--- src/hdl/ptp_odc_pkg.sv ---
// ----------------------------------------------------------------------------
// ptp_odc_pkg
// Shared types, constants and helpers of the PTP offset / delay calculator.
// ----------------------------------------------------------------------------
package ptp_odc_pkg;

  localparam int AvgLen   = 10;
  localparam int CntW     = $clog2(AvgLen + 1);
  localparam int SlotW    = (AvgLen > 1) ? $clog2(AvgLen) : 1;
  localparam int CfgIdxW  = 3;
  localparam int CfgDataW = 16;
  localparam logic [63:0] NsPerSec = 64'd1000000000;

  typedef enum logic [2:0] {
    REQ_SYNC      = 3'd0,
    REQ_DELAY     = 3'd1,
    REQ_PEER      = 3'd2,
    REQ_AVG_RESET = 3'd3,
    REQ_STEP      = 3'd4
  } req_type_e;

  typedef enum logic [2:0] {
    CFG_LOCAL_UTC  = 3'd0,
    CFG_MASTER_PTP = 3'd1,
    CFG_UTC_VALID  = 3'd2,
    CFG_TRACEABLE  = 3'd3,
    CFG_ANN_OFFSET = 3'd4,
    CFG_MIN_OFFSET = 3'd5
  } cfg_idx_e;

  typedef struct packed {
    logic [2:0]  req_type;
    logic [62:0] origin_ns;
    logic [62:0] ingress_ns;
    logic [63:0] sync_corr;
    logic [63:0] followup_corr;
    logic [62:0] req_tx_ns;
    logic [62:0] req_rx_ns;
    logic [63:0] resp_corr;
    logic [63:0] peer_delay_ns;
  } in_item_t;

  typedef struct packed {
    logic [2:0]  kind;
    logic [63:0] offset_ns;
    logic [63:0] mean_delay_ns;
    logic        offset_ready;
    logic        delay_taken;
    logic        negative_delay;
  } out_item_t;

  typedef struct packed {
    logic [CfgIdxW-1:0]  idx;
    logic [CfgDataW-1:0] data;
  } cfg_wr_t;

  // controller -> datapath commands
  typedef enum logic [3:0] {
    CMD_NONE,
    CMD_LOAD,      // capture item
    CMD_SYNC_A,    // corrections sum
    CMD_SYNC_B,    // offset base
    CMD_SYNC_MUL,  // seconds * 1e9 low half
    CMD_SYNC_ADD,  // add correction
    CMD_DLY_A,     // raw delay
    CMD_DLY_B,     // halve, window read
    CMD_DLY_C,     // update sum, write window
    CMD_DIV_START,
    CMD_DIV_STEP,
    CMD_DIV_END,
    CMD_OTHER,
    CMD_RESULT
  } dp_cmd_e;

  typedef struct packed {
    logic sync_valid;
    logic utc_apply;
    logic div_last;
  } dp_status_t;

  typedef enum logic [2:0] {
    ST_IDLE,
    ST_DISPATCH,
    ST_SYNC,
    ST_DELAY,
    ST_DIV,
    ST_OUT
  } ctrl_state_e;

  // ns*2^16 correction to ns, arithmetic shift
  function automatic logic [63:0] corr_to_ns(input logic [63:0] x);
    corr_to_ns = {{16{x[63]}}, x[63:16]};
  endfunction

endpackage

--- src/hdl/ptp_odc_if.sv ---
// ----------------------------------------------------------------------------
// ptp_odc_if
// Valid/ready channel carrying one payload word.
// ----------------------------------------------------------------------------
interface ptp_odc_if #(parameter type T = logic) ();
  logic valid;
  logic ready;
  T     data;
  modport source (output valid, output data, input ready);
  modport sink   (input valid, input data, output ready);
endinterface

--- src/hdl/ptp_odc_ram.sv ---
// ----------------------------------------------------------------------------
// ptp_odc_ram
// Generic single-port RAM, registered read.
// ----------------------------------------------------------------------------
module ptp_odc_ram #(
  parameter int Width = 64,
  parameter int Depth = 10
) (
  input  logic                     clk_i,
  input  logic                     we_i,
  input  logic [$clog2(Depth)-1:0] addr_i,
  input  logic [Width-1:0]         wdata_i,
  output logic [Width-1:0]         rdata_o
);
  logic [Width-1:0] mem_q [Depth];

  always_ff @(posedge clk_i) begin
    if (we_i) begin
      mem_q[addr_i] <= wdata_i;
    end
    rdata_o <= mem_q[addr_i];
  end
endmodule

--- src/hdl/ptp_odc_ctrl.sv ---
// ----------------------------------------------------------------------------
// ptp_odc_ctrl
// Sequencer: steps the datapath through one request.
// ----------------------------------------------------------------------------
module ptp_odc_ctrl (
  input  logic                   clk_i,
  input  logic                   rst_ni,
  input  logic                   in_valid_i,
  input  logic [2:0]             in_type_i,
  output logic                   in_ready_o,
  output logic                   out_valid_o,
  input  logic                   out_ready_i,
  input  ptp_odc_pkg::dp_status_t status_i,
  output ptp_odc_pkg::dp_cmd_e   cmd_o
);
  import ptp_odc_pkg::*;

  ctrl_state_e state_q, state_d;
  logic [2:0]  type_q, type_d;
  logic [1:0]  step_q, step_d;
  logic        ovalid_q, ovalid_d;

  always_ff @(posedge clk_i or negedge rst_ni) begin
    if (!rst_ni) begin
      state_q  <= ST_IDLE;
      type_q   <= 3'd0;
      step_q   <= 2'd0;
      ovalid_q <= 1'b0;
    end else begin
      state_q  <= state_d;
      type_q   <= type_d;
      step_q   <= step_d;
      ovalid_q <= ovalid_d;
    end
  end

  assign out_valid_o = ovalid_q;

  // next state and commands
  always_comb begin
    state_d    = state_q;
    type_d     = type_q;
    step_d     = step_q;
    ovalid_d   = ovalid_q && !out_ready_i;
    cmd_o      = CMD_NONE;
    in_ready_o = 1'b0;
    unique case (state_q)
      ST_IDLE: begin
        in_ready_o = 1'b1;
        if (in_valid_i) begin
          cmd_o   = CMD_LOAD;
          type_d  = in_type_i;
          step_d  = 2'd0;
          state_d = ST_DISPATCH;
        end
      end
      ST_DISPATCH: begin
        case (type_q)
          REQ_SYNC: state_d = ST_SYNC;
          REQ_DELAY: begin
            if (status_i.sync_valid) begin
              state_d = ST_DELAY;
            end else begin
              state_d = ST_OUT;
            end
          end
          default: begin
            cmd_o   = CMD_OTHER;
            state_d = ST_OUT;
          end
        endcase
      end
      ST_SYNC: begin
        step_d = step_q + 2'd1;
        case (step_q)
          2'd0: cmd_o = CMD_SYNC_A;
          2'd1: cmd_o = CMD_SYNC_B;
          2'd2: cmd_o = CMD_SYNC_MUL;
          default: begin
            if (status_i.utc_apply) begin
              cmd_o = CMD_SYNC_ADD;
            end
            state_d = ST_OUT;
          end
        endcase
      end
      ST_DELAY: begin
        step_d = step_q + 2'd1;
        case (step_q)
          2'd0: cmd_o = CMD_DLY_A;
          2'd1: cmd_o = CMD_DLY_B;
          2'd2: cmd_o = CMD_DLY_C;
          default: begin
            cmd_o   = CMD_DIV_START;
            state_d = ST_DIV;
          end
        endcase
      end
      ST_DIV: begin
        if (status_i.div_last) begin
          cmd_o   = CMD_DIV_END;
          state_d = ST_OUT;
        end else begin
          cmd_o = CMD_DIV_STEP;
        end
      end
      ST_OUT: begin
        // wait for the output register to drain
        if (!ovalid_q || out_ready_i) begin
          cmd_o    = CMD_RESULT;
          ovalid_d = 1'b1;
          state_d  = ST_IDLE;
        end
      end
      default: state_d = ST_IDLE;
    endcase
  end
endmodule

--- src/hdl/ptp_odc_dp.sv ---
// ----------------------------------------------------------------------------
// ptp_odc_dp
// Datapath: saved sync, offset/delay registers, window, restoring divider.
// ----------------------------------------------------------------------------
module ptp_odc_dp (
  input  logic                    clk_i,
  input  logic                    rst_ni,
  input  ptp_odc_pkg::in_item_t   in_i,
  input  ptp_odc_pkg::cfg_wr_t    cfg_i,
  input  logic                    cfg_we_i,
  input  ptp_odc_pkg::dp_cmd_e    cmd_i,
  output ptp_odc_pkg::dp_status_t status_o,
  output ptp_odc_pkg::out_item_t  out_o
);
  import ptp_odc_pkg::*;

  // configuration
  logic        local_utc_q, master_ptp_q, utc_valid_q, traceable_q;
  logic [15:0] ann_q;
  logic [7:0]  min_q;

  always_ff @(posedge clk_i or negedge rst_ni) begin
    if (!rst_ni) begin
      local_utc_q  <= 1'b0;
      master_ptp_q <= 1'b0;
      utc_valid_q  <= 1'b0;
      traceable_q  <= 1'b0;
      ann_q        <= 16'd37;
      min_q        <= 8'd37;
    end else if (cfg_we_i) begin
      unique case (cfg_i.idx)
        CFG_LOCAL_UTC:  local_utc_q  <= cfg_i.data[0];
        CFG_MASTER_PTP: master_ptp_q <= cfg_i.data[0];
        CFG_UTC_VALID:  utc_valid_q  <= cfg_i.data[0];
        CFG_TRACEABLE:  traceable_q  <= cfg_i.data[0];
        CFG_ANN_OFFSET: ann_q        <= cfg_i.data;
        CFG_MIN_OFFSET: min_q        <= cfg_i.data[7:0];
        default: ;
      endcase
    end
  end

  // UTC seconds, signed 17-bit
  logic signed [16:0] ann_s, min_s, secs;
  assign ann_s = {ann_q[15], ann_q};
  assign min_s = {9'd0, min_q};
  always_comb begin
    if (utc_valid_q && traceable_q) begin
      secs = ann_s;
    end else if (ann_s > min_s) begin
      secs = ann_s;
    end else begin
      secs = min_s;
    end
  end

  // state
  in_item_t    item_q;
  logic [63:0] org_q, ing_q, csum_q, off_q, dly_q, sum_q, tmp_q, corr_q;
  logic        sv_q, neg_q, taken_q;
  logic [CntW-1:0]  cnt_q;
  logic [SlotW-1:0] next_q;
  logic [63:0] rem_q, quo_q, win_rd;
  logic [6:0]  bit_q;
  logic        dneg_q;
  logic        win_we;
  logic [63:0] prod_q;

  assign win_we = (cmd_i == CMD_DLY_C);

  ptp_odc_ram #(.Width(64), .Depth(AvgLen)) u_win (
    .clk_i  (clk_i),
    .we_i   (win_we),
    .addr_i (next_q),
    .wdata_i(tmp_q),
    .rdata_o(win_rd)
  );

  // restoring divide step
  logic [64:0] trial;
  assign trial = {rem_q, quo_q[63]} - {{(65-CntW){1'b0}}, cnt_q};

  always_ff @(posedge clk_i) begin
    case (cmd_i)
      CMD_LOAD: item_q <= in_i;
      CMD_SYNC_A: corr_q <= corr_to_ns(item_q.sync_corr)
                          + corr_to_ns(item_q.followup_corr);
      CMD_SYNC_MUL: prod_q <= 64'($signed(secs)) * NsPerSec;
      CMD_DLY_A: tmp_q <= ((ing_q - {1'b0, item_q.req_tx_ns})
                         + ({1'b0, item_q.req_rx_ns} - org_q))
                         - (csum_q + corr_to_ns(item_q.resp_corr));
      CMD_DLY_B: tmp_q <= $signed(tmp_q + {63'd0, tmp_q[63]}) >>> 1;
      CMD_DLY_C: tmp_q <= sum_q;
      CMD_DIV_START: begin
        dneg_q <= sum_q[63];
        quo_q  <= sum_q[63] ? (~sum_q + 64'd1) : sum_q;
        rem_q  <= 64'd0;
        bit_q  <= 7'd0;
      end
      CMD_DIV_STEP: begin
        bit_q <= bit_q + 7'd1;
        if (!trial[64]) begin
          rem_q <= trial[63:0];
          quo_q <= {quo_q[62:0], 1'b1};
        end else begin
          rem_q <= {rem_q[62:0], quo_q[63]};
          quo_q <= {quo_q[62:0], 1'b0};
        end
      end
      default: ;
    endcase
  end

  assign status_o.sync_valid = sv_q;
  assign status_o.utc_apply  = local_utc_q && master_ptp_q;
  assign status_o.div_last   = (bit_q == 7'd64);

  // architectural state
  always_ff @(posedge clk_i or negedge rst_ni) begin
    if (!rst_ni) begin
      org_q   <= '0;
      ing_q   <= '0;
      csum_q  <= '0;
      sv_q    <= 1'b0;
      off_q   <= '0;
      dly_q   <= '0;
      sum_q   <= '0;
      cnt_q   <= '0;
      next_q  <= '0;
      neg_q   <= 1'b0;
      taken_q <= 1'b0;
      out_o   <= '0;
    end else begin
      case (cmd_i)
        CMD_LOAD: begin
          neg_q   <= 1'b0;
          taken_q <= 1'b0;
        end
        CMD_SYNC_B: begin
          org_q  <= {1'b0, item_q.origin_ns};
          ing_q  <= {1'b0, item_q.ingress_ns};
          csum_q <= corr_q;
          sv_q   <= 1'b1;
          off_q  <= {1'b0, item_q.ingress_ns}
                    - ({1'b0, item_q.origin_ns} + dly_q + corr_q);
        end
        CMD_SYNC_ADD: off_q <= off_q + prod_q;
        CMD_DLY_B: begin
          neg_q   <= tmp_q[63] && (tmp_q != 64'hFFFF_FFFF_FFFF_FFFF);
          taken_q <= 1'b1;
        end
        CMD_DLY_C: begin
          // window read data for next_q is valid here
          if (32'(cnt_q) >= AvgLen) begin
            sum_q <= sum_q - win_rd + tmp_q;
          end else begin
            sum_q <= sum_q + tmp_q;
            cnt_q <= cnt_q + CntW'(1);
          end
          next_q <= (32'(next_q) + 1 >= AvgLen) ? '0 : next_q + SlotW'(1);
        end
        CMD_DIV_END: dly_q <= dneg_q ? (~quo_q + 64'd1) : quo_q;
        CMD_OTHER: begin
          case (item_q.req_type)
            REQ_PEER: dly_q <= item_q.peer_delay_ns;
            REQ_AVG_RESET: begin
              sum_q  <= '0;
              cnt_q  <= '0;
              next_q <= '0;
            end
            REQ_STEP: begin
              org_q  <= '0;
              ing_q  <= '0;
              csum_q <= '0;
              sv_q   <= 1'b0;
            end
            default: ;
          endcase
        end
        CMD_RESULT: begin
          out_o.kind           <= item_q.req_type;
          out_o.offset_ns      <= off_q;
          out_o.mean_delay_ns  <= dly_q;
          out_o.offset_ready   <= (dly_q != 64'd0);
          out_o.delay_taken    <= taken_q;
          out_o.negative_delay <= neg_q;
        end
        default: ;
      endcase
    end
  end
endmodule

--- src/hdl/ptp_offset_delay_calculator_unit.sv ---
// ----------------------------------------------------------------------------
// ptp_offset_delay_calculator_unit
// PTP offset from master and averaged mean path delay.
// ----------------------------------------------------------------------------
// channel   direction  payload
// in_req    sink       in_item_t (request type, timestamps, corrections)
// out_res   source     out_item_t (offset, mean delay, flags)
// cfg_wr    sink       cfg_wr_t (register index, write data)
//
// One request at a time, through dispatch to the result: peer delay, reset
// average, clock step, ignored and unknown requests directly; sync through
// corrections sum, offset base, product and UTC add; a taken delay response
// through the window update and the 64-step shift/subtract divider by the
// sample count. A stalled result holds the output register; the next result
// waits behind it. Reset is asynchronous, active low.
module ptp_offset_delay_calculator_unit (
  input logic clk_i,
  input logic rst_ni,
  ptp_odc_if.sink   in_req,
  ptp_odc_if.source out_res,
  ptp_odc_if.sink   cfg_wr
);
  import ptp_odc_pkg::*;

  dp_cmd_e    cmd;
  dp_status_t status;

  assign cfg_wr.ready = 1'b1;

  ptp_odc_ctrl u_ctrl (
    .clk_i      (clk_i),
    .rst_ni     (rst_ni),
    .in_valid_i (in_req.valid),
    .in_type_i  (in_req.data.req_type),
    .in_ready_o (in_req.ready),
    .out_valid_o(out_res.valid),
    .out_ready_i(out_res.ready),
    .status_i   (status),
    .cmd_o      (cmd)
  );

  ptp_odc_dp u_dp (
    .clk_i   (clk_i),
    .rst_ni  (rst_ni),
    .in_i    (in_req.data),
    .cfg_i   (cfg_wr.data),
    .cfg_we_i(cfg_wr.valid),
    .cmd_i   (cmd),
    .status_o(status),
    .out_o   (out_res.data)
  );
endmodule

--- src/flat_wrapper.sv ---
// flat-port wrapper written by rule: the top's interface ports become plain ports
module ptp_offset_delay_calculator_unit_flat import ptp_odc_pkg::*;
  (clk_i, rst_ni, in_req_valid, in_req_data, in_req_ready, out_res_valid, out_res_data, out_res_ready, cfg_wr_valid, cfg_wr_data, cfg_wr_ready);
  ptp_odc_if #(.T(in_item_t)) in_req_i ();
  ptp_odc_if #(.T(out_item_t)) out_res_i ();
  ptp_odc_if #(.T(cfg_wr_t)) cfg_wr_i ();
  input logic clk_i;
  input logic rst_ni;
  input wire logic [$bits(in_req_i.valid)-1:0] in_req_valid;
  input wire logic [$bits(in_req_i.data)-1:0] in_req_data;
  output wire logic [$bits(in_req_i.ready)-1:0] in_req_ready;
  output wire logic [$bits(out_res_i.valid)-1:0] out_res_valid;
  output wire logic [$bits(out_res_i.data)-1:0] out_res_data;
  input wire logic [$bits(out_res_i.ready)-1:0] out_res_ready;
  input wire logic [$bits(cfg_wr_i.valid)-1:0] cfg_wr_valid;
  input wire logic [$bits(cfg_wr_i.data)-1:0] cfg_wr_data;
  output wire logic [$bits(cfg_wr_i.ready)-1:0] cfg_wr_ready;
  assign in_req_i.valid = in_req_valid;
  assign in_req_i.data = in_req_data;
  assign in_req_ready = in_req_i.ready;
  assign out_res_valid = out_res_i.valid;
  assign out_res_data = out_res_i.data;
  assign out_res_i.ready = out_res_ready;
  assign cfg_wr_i.valid = cfg_wr_valid;
  assign cfg_wr_i.data = cfg_wr_data;
  assign cfg_wr_ready = cfg_wr_i.ready;
  ptp_offset_delay_calculator_unit u_core (.clk_i(clk_i), .rst_ni(rst_ni), .in_req(in_req_i), .out_res(out_res_i), .cfg_wr(cfg_wr_i));
endmodule
--- config.mk ---
export PLATFORM = sky130hd
export DESIGN_NAME = ptp_offset_delay_calculator_unit_flat
export DESIGN_NICKNAME = d
export VERILOG_FILES = /design/src/hdl/ptp_odc_pkg.sv /design/src/hdl/ptp_odc_if.sv /design/src/hdl/ptp_odc_ram.sv /design/src/hdl/ptp_odc_ctrl.sv /design/src/hdl/ptp_odc_dp.sv /design/src/hdl/ptp_offset_delay_calculator_unit.sv /design/src/flat_wrapper.sv
export SDC_FILE = /design/constraint.sdc
export NUM_CORES = 2
export LEC_CHECK = 0
export BUFFER_PORTS_ARGS = -buffer_cell sky130_fd_sc_hd__buf_2
export CAP_MARGIN = 20
export CORE_MARGIN = 4
export CORE_UTILIZATION = 45
export CTS_CLUSTER_SIZE = 30
export DETAILED_ROUTE_END_ITERATION = 10
export PLACE_DENSITY_LB_ADDON = 0.12
export SYNTH_ARGS = -nofsm -noshare
export SYNTH_HDL_FRONTEND = slang
export SYNTH_SLANG_ARGS = --single-unit
--- constraint.sdc ---
create_clock -name clk_i -period 55.9 [get_ports clk_i]
set_input_delay 11.18 -clock clk_i [delete_from_list [all_inputs] [get_ports clk_i]]
set_output_delay 11.18 -clock clk_i [all_outputs]
set_load 0.01 [all_outputs]
==> results.ini <==
[status]
status = completed

[cells_and_area]
stdcell_count = 14100
nFillCells = 22900
layout-drive-gt1-share_pct = 14.0
final_util_pct = 50.9
mostFrequentLayoutCells = edfxtp_1 (1407), inv_1 (1041), a21oi_1 (686), buf_2 (622), fa_1 (610)
layout_commonest_cell = edfxtp_1
nNetsFinal = 12200
area_delta_synth_final_pct = 12.6

[setup_path]
cp_max_fo = 101
cp-end-kind = flop
critPathLaunchType = input port
critical_path_class = input port to flop
crit_arrival_ns = 15.63
cp.required_ns = 56.43

[logic_synthesis]
synth-edff-count = 1407
synth_compound_area_share_pct = 12.6
syn_area_um2 = 117000
synth-xor-area-share_pct = 4.61
ys_ff_latch = 2020
synth_nets = 11600
synthMuxAreaShare_pct = 4.83
synth_fa_ha_area_share_pct = 16.3
netlist_instances = 9946
synth_top_family_by_area = adder cells
yosysWarnings = 0
syn_avg_cell_area_um2 = 11.8
yosys.area_share.simple_pct = 8.12
synthFlopType = edfxtp_1
ys_types = 86
seq_area_frac_synth_pct = 48.9
async_flop_share_pct = 27.2

[clock_tree]
ctsHtreeMaxLevel = 4
cts_tree = done
hold_buffers = 0
clk_pin_slew_ns = 0.07
worstSkewPairLatency_ns = 0.92
cts-resized-gates = 0
cts_sinks = 2020
numCtsBuffers = 225
cts_root_buf = clkbuf_16
post-cts-setup-buffer-count = 0
max-clock-path-buffers = 3

[placement]
io_buffers = 622
dp_hpwl_um = 301000
gp_congestion = 0.975
dp.cells = 13700

[timing]
post-route-min-period_ns = 15.10
maxSlewViolCount = 0
finalCritPeriodShare_pct = 27.0
grt_setup_unrepaired = false
fin_tns_setup_ns = 0
setup_viol = 0
hold_ws_ns = 0.475
max_freq_mhz = 66.2
clock_skew_ns = 0.0870
tightest_slew_ns = 1.17
slew_headroom_pct = 21.2
final-hold-violation-count = 0

[global_routing]
track_usage_pct = 28.6
use_met1_pct = 40.2
grt_pass1_vias = 82400
grt_pass1_wl_um = 567000
grt-ovfl-total = 0
grt_max_degree = 142
use_met3_pct = 4.21
use_met2_pct = 45.0
antenna_found_initial = 41
busiest_layer = met2

[drt]
viasPerCell = 5.81
drtIter0Drc = 7847
drc_errors = 0
routedWlPerCell_um = 27.7
dr.pass1.iters = 8
antenna_left = 0
num_vias = 82000
finalWirelength_um = 391000

[floorplanning]
start_util_pct = 45.2
rows = 187
coreArea_um2 = 259000
io_pins = 672
die_width_um = 518
dieArea_um2 = 269000
die_h_um = 518

[worst_hold_path]
min_path_type = flop to flop

[job]
cap_violations = 0

synthesized netlist by cell type (all sizes together), types with 35 or more instances:
master / count / area [µm²]
mux2: 168 / 1890
buf: 58 / 244
and3: 52 / 325
edfxtp: 1407 / 42300
a31oi: 45 / 282
nand2b: 59 / 372
inv: 1042 / 3910
clkbuf: 359 / 1350
a22oi: 53 / 398
a211oi: 142 / 1070
nand4: 123 / 769
o221ai: 42 / 368
o211ai: 35 / 263
mux2i: 89 / 891
nor2b: 106 / 663
nand2: 609 / 2290
xor2: 242 / 2120
dfrtp: 543 / 13600
o31ai: 73 / 548
xnor2: 375 / 3280
a21oi: 687 / 3440
a22o: 126 / 1100
mux4: 128 / 2880
nor4: 56 / 350
ha: 547 / 6840
a21o: 264 / 1980
o21bai: 83 / 623
o21ai: 524 / 2620
o21a: 43 / 323
or3: 58 / 363
fa: 610 / 12200
nor2: 495 / 1860
nor3: 129 / 646
nand3: 161 / 811
dfxtp: 64 / 1280
through the flow:
| stage | area (µm²) | worst slack [ns] |
|---|---|---|
| final | 132000 | 40.80 |
| after global routing | 132000 | 40.63 |
| after CTS | 132000 | 40.80 |
| after detailed placement | 124000 | 39.80 |
| after global placement | 124000 | 39.82 |
| after floorplan | 117000 | 23.56 |
cell type report:
type	count	area, µm²	share of cell area [%]
antenna	13	32.5	0.0246
timing repair buffer	733	4040	3.06
inverter	1042	3920	2.97
clock buffer	283	6150	4.66
clock inverter	147	1640	1.25
tap	3402	4260	3.23
sequential	2020	57300	43.4
multi-input combinational	6467	54600	41.4
kinds of logic after synthesis:
logic type,after synthesis
muxes,385
adders and majority gates,1157
xor gates and xnor gates,617
AOI/OAI and AO/OA,2314
buffers and inverters,1459
other,2
DFF,2020
and+or+nand+nor,1992
worst paths after layout:
check,depth (start not counted),startpoint,end,slack (ns)
hold reg to reg,2,u_core.u_dp.off_q[3]$_DFFE_PN0P_,u_core.u_dp.off_q[3]$_DFFE_PN0P_,0.47
max in group asynchronous,3,rst_ni,u_core.u_dp.next_q[3]$_DFFE_PN0P_,43.27
setup reg to reg,30,u_core.u_dp.min_q[2]$_DFFE_PN1P_,u_core.u_dp.prod_q[58]$_DFFE_PN_,46.22
min in group asynchronous,1,rst_ni,u_core.u_dp.out_o[76]$_DFFE_PN0N_,10.32
setup / recovery,9,in_req_valid,u_core.u_dp.u_win.mem_q[9][18]$_DFFE_PP_,40.80
hold / removal,2,u_core.u_dp.off_q[3]$_DFFE_PN0P_,u_core.u_dp.off_q[3]$_DFFE_PN0P_,0.47
critical path, stage by stage:
cell	delay (ns)
buf_2	0.11
nand2_1	0.37
inv_8	0.34
or4_1	0.80
nor2_4	0.17
buf_4	0.46
buf_4	0.63
and4b_4	0.71
buf_4	0.73
state kept, by name, summed over array words and instances (netlist names), 64 cells and up:
register / count
u_core.u_dp.sum_q: 64
u_core.u_dp.tmp_q: 64
u_core.u_dp.u_win.rdata_o: 64
u_core.u_dp.quo_q: 64
u_core.u_dp.rem_q: 64
u_core.u_dp.off_q: 64
u_core.u_dp.item_q: 463
u_core.u_dp.out_o: 134
u_core.u_dp.dly_q: 64
u_core.u_dp.u_win.mem_q: 640
per-layer routing:
metal  up-vias  part of all wire [%]
met4         6                   4.4
met1     41800                    44
met2      2939                    46
met3       541                   6.2
met5         -                 0.010
li1      36700                     -
Power is not shown: default switching activity piles up to over one toggle a cycle in this logic, so the estimate is an artifact.
